`src/rtl/core/bdl_pkg.sv`:
```
// shared types and constants for the button debounce and long-press unit
package bdl_pkg;

  // field and register widths
  localparam int unsigned TimeW  = 32;
  localparam int unsigned MsW    = 16;
  localparam int unsigned CfgIdxW = 2;

  // register indexes on the configuration port
  localparam logic [CfgIdxW-1:0] CfgActiveLow  = 2'd0;
  localparam logic [CfgIdxW-1:0] CfgDebounceMs = 2'd1;
  localparam logic [CfgIdxW-1:0] CfgLongPressMs = 2'd2;

  // reset values of the registers
  localparam logic           ActiveLowRst   = 1'b1;
  localparam logic [MsW-1:0] DebounceMsRst  = 16'd30;
  localparam logic [MsW-1:0] LongPressMsRst = 16'd2000;

  // button states
  typedef enum logic [2:0] {
    ST_IDLE         = 3'd0,
    ST_DEB_PRESS    = 3'd1,
    ST_PRESSED      = 3'd2,
    ST_LONG_PRESSED = 3'd3,
    ST_DEB_RELEASE  = 3'd4
  } bdl_state_t;

  // machine context carried from word to word
  typedef struct packed {
    bdl_state_t       state;
    logic [TimeW-1:0] enter_time;
    logic             long_done;
  } bdl_ctx_t;

  // configuration registers
  typedef struct packed {
    logic           active_low;
    logic [MsW-1:0] debounce_ms;
    logic [MsW-1:0] long_press_ms;
  } bdl_cfg_t;

  // one result word
  typedef struct packed {
    logic release_res;
    logic long_press;
    logic short_press;
    logic is_pressed;
  } bdl_res_t;

endpackage

```
`src/rtl/core/bdl_step.sv`:
```
// next-state and event logic for one scan sample
module bdl_step (
  input  bdl_pkg::bdl_cfg_t               cfg,
  input  bdl_pkg::bdl_ctx_t               ctx,
  input  logic                            raw_level,
  input  logic [bdl_pkg::TimeW-1:0]       now_ms,
  output bdl_pkg::bdl_ctx_t               ctx_next,
  output bdl_pkg::bdl_res_t               res
);
  import bdl_pkg::*;

  logic             pressed;
  logic [TimeW-1:0] elapsed;
  logic             deb_done;
  logic             hold_done;

  // polarity qualification and wrapping elapsed time
  assign pressed   = cfg.active_low ? ~raw_level : raw_level;
  assign elapsed   = now_ms - ctx.enter_time;
  assign deb_done  = elapsed >= {{(TimeW-MsW){1'b0}}, cfg.debounce_ms};
  assign hold_done = elapsed >= {{(TimeW-MsW){1'b0}}, cfg.long_press_ms};

  // state transitions and events
  always_comb begin
    ctx_next        = ctx;
    res.short_press = 1'b0;
    res.long_press  = 1'b0;
    res.release_res = 1'b0;
    case (ctx.state)
      ST_DEB_PRESS: begin
        if (!pressed) begin
          ctx_next.state = ST_IDLE;
        end else if (deb_done) begin
          ctx_next.state      = ST_PRESSED;
          ctx_next.enter_time = now_ms;
          ctx_next.long_done  = 1'b0;
        end
      end
      ST_PRESSED: begin
        if (!pressed) begin
          ctx_next.state      = ST_DEB_RELEASE;
          ctx_next.enter_time = now_ms;
        end else if (!ctx.long_done && hold_done) begin
          ctx_next.state     = ST_LONG_PRESSED;
          ctx_next.long_done = 1'b1;
          res.long_press     = 1'b1;
        end
      end
      ST_LONG_PRESSED: begin
        if (!pressed) begin
          ctx_next.state      = ST_DEB_RELEASE;
          ctx_next.enter_time = now_ms;
        end
      end
      ST_DEB_RELEASE: begin
        // a bounce goes back without restarting the entry time
        if (pressed) begin
          ctx_next.state = ctx.long_done ? ST_LONG_PRESSED : ST_PRESSED;
        end else if (deb_done) begin
          ctx_next.state  = ST_IDLE;
          res.release_res = 1'b1;
          res.short_press = ~ctx.long_done;
        end
      end
      default: begin
        // idle, and unused codes behave as idle
        if (pressed) begin
          ctx_next.state      = ST_DEB_PRESS;
          ctx_next.enter_time = now_ms;
        end else begin
          ctx_next.state = ST_IDLE;
        end
      end
    endcase
    // pressed level after this sample
    res.is_pressed = (ctx_next.state == ST_PRESSED) ||
                     (ctx_next.state == ST_LONG_PRESSED);
  end

endmodule

```
`src/rtl/core/button_debounce_long_press_unit.sv`:
```
// button debouncer with long-press detection, stream in and out
// path: an accepted input word passes through the input register and then the result register onto m_tdata
// throughput: one word per cycle unless the output stalls; the input register and
// result register are separated by one pass of the state machine compare and update
// logic; s_tready drops only while both registers hold a word and m_tready is low
// reset: rst clears the machine to idle, entry time and long-press flag to zero,
// empties both registers and loads the register defaults 1, 30 and 2000
module button_debounce_long_press_unit (
  input  logic        clk,
  input  logic        rst,
  // configuration write port
  input  logic        cfg_we,
  input  logic [1:0]  cfg_index,
  input  logic [15:0] cfg_data,
  // input stream
  input  logic        s_tvalid,
  output logic        s_tready,
  input  logic [39:0] s_tdata,   // raw_level [0], now_ms [32:1], zero [39:33]
  // result stream
  output logic        m_tvalid,
  input  logic        m_tready,
  output logic [7:0]  m_tdata    // is_pressed [0], short_press [1], long_press [2],
                                 // release_res [3], zero [7:4]
);
  import bdl_pkg::*;

  bdl_cfg_t         cfg;
  bdl_ctx_t         ctx;
  bdl_ctx_t         ctx_next;
  bdl_res_t         res_next;
  bdl_res_t         res;
  logic             in_valid;
  logic             in_level;
  logic [TimeW-1:0] in_now;
  logic             advance;

  // configuration registers
  always_ff @(posedge clk) begin
    if (rst) begin
      cfg.active_low    <= ActiveLowRst;
      cfg.debounce_ms   <= DebounceMsRst;
      cfg.long_press_ms <= LongPressMsRst;
    end else if (cfg_we) begin
      case (cfg_index)
        CfgActiveLow:   cfg.active_low    <= cfg_data[0];
        CfgDebounceMs:  cfg.debounce_ms   <= cfg_data;
        CfgLongPressMs: cfg.long_press_ms <= cfg_data;
        default: ;
      endcase
    end
  end

  // a held word moves on when the result register is free or being taken
  assign advance  = in_valid && (!m_tvalid || m_tready);
  assign s_tready = !in_valid || advance;

  // input register
  always_ff @(posedge clk) begin
    if (rst) begin
      in_valid <= 1'b0;
    end else if (s_tready) begin
      in_valid <= s_tvalid;
    end
  end

  always_ff @(posedge clk) begin
    if (s_tready && s_tvalid) begin
      in_level <= s_tdata[0];
      in_now   <= s_tdata[TimeW:1];
    end
  end

  // state machine logic
  bdl_step u_step (
    .cfg       (cfg),
    .ctx       (ctx),
    .raw_level (in_level),
    .now_ms    (in_now),
    .ctx_next  (ctx_next),
    .res       (res_next)
  );

  // machine context
  always_ff @(posedge clk) begin
    if (rst) begin
      ctx.state      <= ST_IDLE;
      ctx.enter_time <= '0;
      ctx.long_done  <= 1'b0;
    end else if (advance) begin
      ctx <= ctx_next;
    end
  end

  // result register
  always_ff @(posedge clk) begin
    if (rst) begin
      m_tvalid <= 1'b0;
    end else if (advance) begin
      m_tvalid <= 1'b1;
    end else if (m_tready) begin
      m_tvalid <= 1'b0;
    end
  end

  always_ff @(posedge clk) begin
    if (advance) begin
      res <= res_next;
    end
  end

  assign m_tdata = {4'b0000, res.release_res, res.long_press, res.short_press,
                    res.is_pressed};

  // a short press only comes with a release
  a_short_with_release: assert property (@(posedge clk) disable iff (rst)
    advance && res_next.short_press |-> res_next.release_res)
    else $error("short press without release");

  // a confirmed release leaves the machine idle
  a_release_to_idle: assert property (@(posedge clk) disable iff (rst)
    advance && res_next.release_res |=> ctx.state == ST_IDLE && !res.is_pressed)
    else $error("release did not return to idle");

  // a long-press event marks the press as long
  a_long_marks_done: assert property (@(posedge clk) disable iff (rst)
    advance && res_next.long_press |=> ctx.long_done && ctx.state == ST_LONG_PRESSED)
    else $error("long press not recorded");

  // the context only changes when a word is processed
  a_ctx_holds: assert property (@(posedge clk) disable iff (rst)
    !advance |=> $stable(ctx))
    else $error("context changed without a word");

endmodule

```
`config.mk`:
```
export PLATFORM = sky130hd
export DESIGN_NAME = button_debounce_long_press_unit
export DESIGN_NICKNAME = d
export VERILOG_FILES = /design/src/rtl/core/bdl_pkg.sv /design/src/rtl/core/bdl_step.sv /design/src/rtl/core/button_debounce_long_press_unit.sv
export SDC_FILE = /design/constraint.sdc
export NUM_CORES = 1
export LEC_CHECK = 0
export BUFFER_PORTS_ARGS = -buffer_cell sky130_fd_sc_hd__buf_2
export CORE_UTILIZATION = 54
export CTS_CLUSTER_SIZE = 25
export DETAILED_ROUTE_END_ITERATION = 7
export PLACE_DENSITY = 0.77
export SLEW_MARGIN = 30
export SYNTH_ARGS = -nofsm -noshare
export SYNTH_HDL_FRONTEND = slang
export SYNTH_SLANG_ARGS = --single-unit
```
`constraint.sdc`:
```
create_clock -name clk -period 3.93 [get_ports clk]
set_clock_uncertainty 0.2 [all_clocks]
set_input_delay 0 -clock clk [delete_from_list [all_inputs] [get_ports clk]]
set_output_delay 0 -clock clk [all_outputs]
set_load 0.02 [all_outputs]
```
==> metrics.txt <==
number of synthesized flops with an enable pin=37; Min Hold Slack=0.0263 ns; vias in the first global route=5968; Final WS setup=-0.190 ns; Post-DP Area=slightly below 8000 sq um; total gr overflow=0; root buf cell=clkbuf_16; dpl hpwl=~12000 um; GPL Wtd Cong=0.897; first-pass GRT wire length=about 28000 um; Avg Cell Area, Syn=8.71 sq um; total CTS buffers=9; placed insts=1074; clock latency on the worst-skew pair=0.37 ns; WL per Instance=between 10 and 15 um; FF+latch count, synth=around 110; critical path required time=3.96 ns; clk sink count=between 100 and 150; Syn Inst Count=between 800 and 900; violated checks=negative setup slack; Net count, final=between 1000 and 1500; total wire length=between 15000 and 20000 um; Main synth FF type=dfxtp_1; most common cell in the netlist=nand2_1; Hold Path Class=in2reg; post-route ant nets=0; sw frac=between 20 and 30%; H-Tree Depth=3; Synth Warn #=0; Area Overhead vs Synth=26.6%; CP max stage cell=or4b_4; FP Rows=41; post-synth top area share=19.9%; cell area power density=between 300 and 400 nW/um^2; P_leak=3.52 nW; P_sw=between 0.9 and 1 mW; Comb power frac=~28%; largest net degree at the start of global routing=70; layout cells sized above 1=between 10% and 20%; TritonRoute pass-1 iters=8; crit share post-route=105%; Synth cell types=71; initial core utilization=approximately 56%; GRT Total Usage=about a quarter; DR vias=between 6000 and 7000; DR vias/cell=5.49; die area=~14000 sq um; CTS tree=yes; CP endpoint kind=flop; unrepaired setup endpoints after global routing=true; max_cap viols=0; Mapped Area=7130 sq um; die extent in y=117 um; ANT cells=0; Worst-path clk slew=~0.070 ns; FILL cells=just over 1000; largest cells by area after synthesis=dfxtp_1, edfxtp_1, ha_1; Bufs on Longest Clock Path=2; Final Slew Violations=0; CP arrival=4.15 ns; IO Port Bufs=61; status=finished with violations; share of the yosys chip area belonging to registers=between 30% and 40%; Die Wd=roughly 120 um; Int Pwr=between 2 and 2.5 mW; WS Path Type=reg2reg; largest area contributor in the netlist=dfxtp_1; initial antenna violation count=0; worst stage delay on the critical path=about 0.57 ns; min Tclk post-route=~4.1 ns; Design Area, Final=9020 sq um; CP top delay family=compound AO/OA/AOI/OAI gates; synth cell count leaders=nand2_1, inv_1, a21oi_1; I/O pin count=73; WP buf/inv=1; final hold violation count=0; Max Freq=between 0.2 and 0.25 GHz; worst-path fanout max=4; Finished Layout Cells=between 1000 and 1500; Worst VDD drop=around 0.46 mV; # setup viols final=39; sequential power share=between 30% and 40%; CP startpoint kind=flop; max_slew headroom=43.3%; worst path cell trace=inv_2, ha_4, fa_2, nor2b_4, o2111ai_4, a21oi_2, nor2_1, nor2_1, a31oi_1, xnor2_1, ha_1, a2111o_1, a211oi_2, a21oi_2, or4b_4, a211oi_2, nor3_1; Iteration-0 DRC Markers=~430; post-route DRC violation count=0; Clock power frac=33.0%; total negative setup slack=-5.82 ns; measured slew at the worst slew-check pin=roughly 0.85 ns; core box area=approximately 13000 sq um; post-synthesis async set-or-reset flop share=0%
==> registers in the layout (all words and copies together), names as in the netlist <==
register,count
m_tvalid,1
in_valid,1
cfg,33
in_now,32
ctx,36
in_level,1
m_tdata,4
==> path summary, 6_finish.rpt <==
check	to	slack [ns]	startpoint	cells after the start
max reg2reg	ctx[34]	-0.19	in_now[0]	17
min reg2reg	cfg[15]	0.26	cfg[15]	2
min	ctx[0]	0.03	rst	3
max	ctx[34]	-0.19	in_now[0]	17
==> timing repair <==
action / CTS / global route
endpoints found under the setup margin: 39 / 40
pin swaps: 7 / 9
buffers inserted: 6 / 3
resized for setup: 9 / 16
hold endpoints to repair: 68 / 0
cloned: 1 / 0
hold buffers: 53 / 0
==> per-layer routing <==
metal | wire length (um) | global-route usage [%] | vias up
li1 | - | - | 3183
met1 | 7860 | 33.2 | 2896
met4 | 370 | 9.62 | 0
met3 | 884 | 6.80 | 30
met5 | 0 | 0 | -
met2 | 7760 | 42.6 | 202
==> worst min-delay path, delay by kind of cell <==
family,cells,cell delay [ns]
buf+inv,1,0.38
compound gates,2,0.16
==> placed cells by master (no fill, tap or decap), types with 13 or more instances in the layout <==
cell type / synthesis / final
o21ai_0: 24 / 22
buf_4: 4 / 58
edfxtp_1: 37 / 37
inv_1: 75 / 74
nand2_1: 84 / 84
dfxtp_1: 71 / 71
dlygate4sd3_1: 0 / 53
mux2i_1: 34 / 34
clkbuf_16: 0 / 13
ha_1: 63 / 61
nand2b_1: 73 / 73
a21oi_1: 74 / 67
xnor2_1: 15 / 14
nor2_1: 49 / 49
buf_2: 7 / 61
==> power groups by stage <==
stage / combinational, mW / sequential, mW / clock, mW
3_5_place_dp: 0.761 / 1.26 / 0
2_1_floorplan: 0.522 / 1.25 / 0
5_1_grt: 0.971 / 1.24 / 1.10
3_3_place_gp: 0.750 / 1.26 / 0
6_report: 0.876 / 1.24 / 1.04
4_1_cts: 0.831 / 1.24 / 1.06
==> final cells by class <==
cell class              count  area, sq um  area share, %
repair buffers            174         1320           14.6
inverters                  75          282           3.12
clock buffers              16          357           3.95
flip-flops and latches    108         2530           28.1
well taps                 172          215           2.38
multi-input cells         605         4320           47.9
==> cell families (layout without fill, tap and decap cells) <==
kind of cell	Yosys count	count (layout)	share of synthesized area, %
simple gates	279	279	20.5
buf+inv	109	265	6.49
fa+ha+maj	64	64	11.3
xor+xnor	22	22	2.70
flops	108	108	35.5
mux	34	34	4.77
compound gates	202	202	18.6
other cells	1	4	0.0526
==> through the flow <==
step	util (%)	setup slack, ns	power [mW]
6_report	70.9	-0.190	3.15
5_1_grt	70.9	-0.416	3.32
4_1_cts	70.1	-0.186	3.13
3_5_place_dp	62.4	-0.235	2.02
3_3_place_gp	62.4	-0.147	2.01
2_1_floorplan	-	-0.0666	1.78
(Power assumes the default switching activity.)
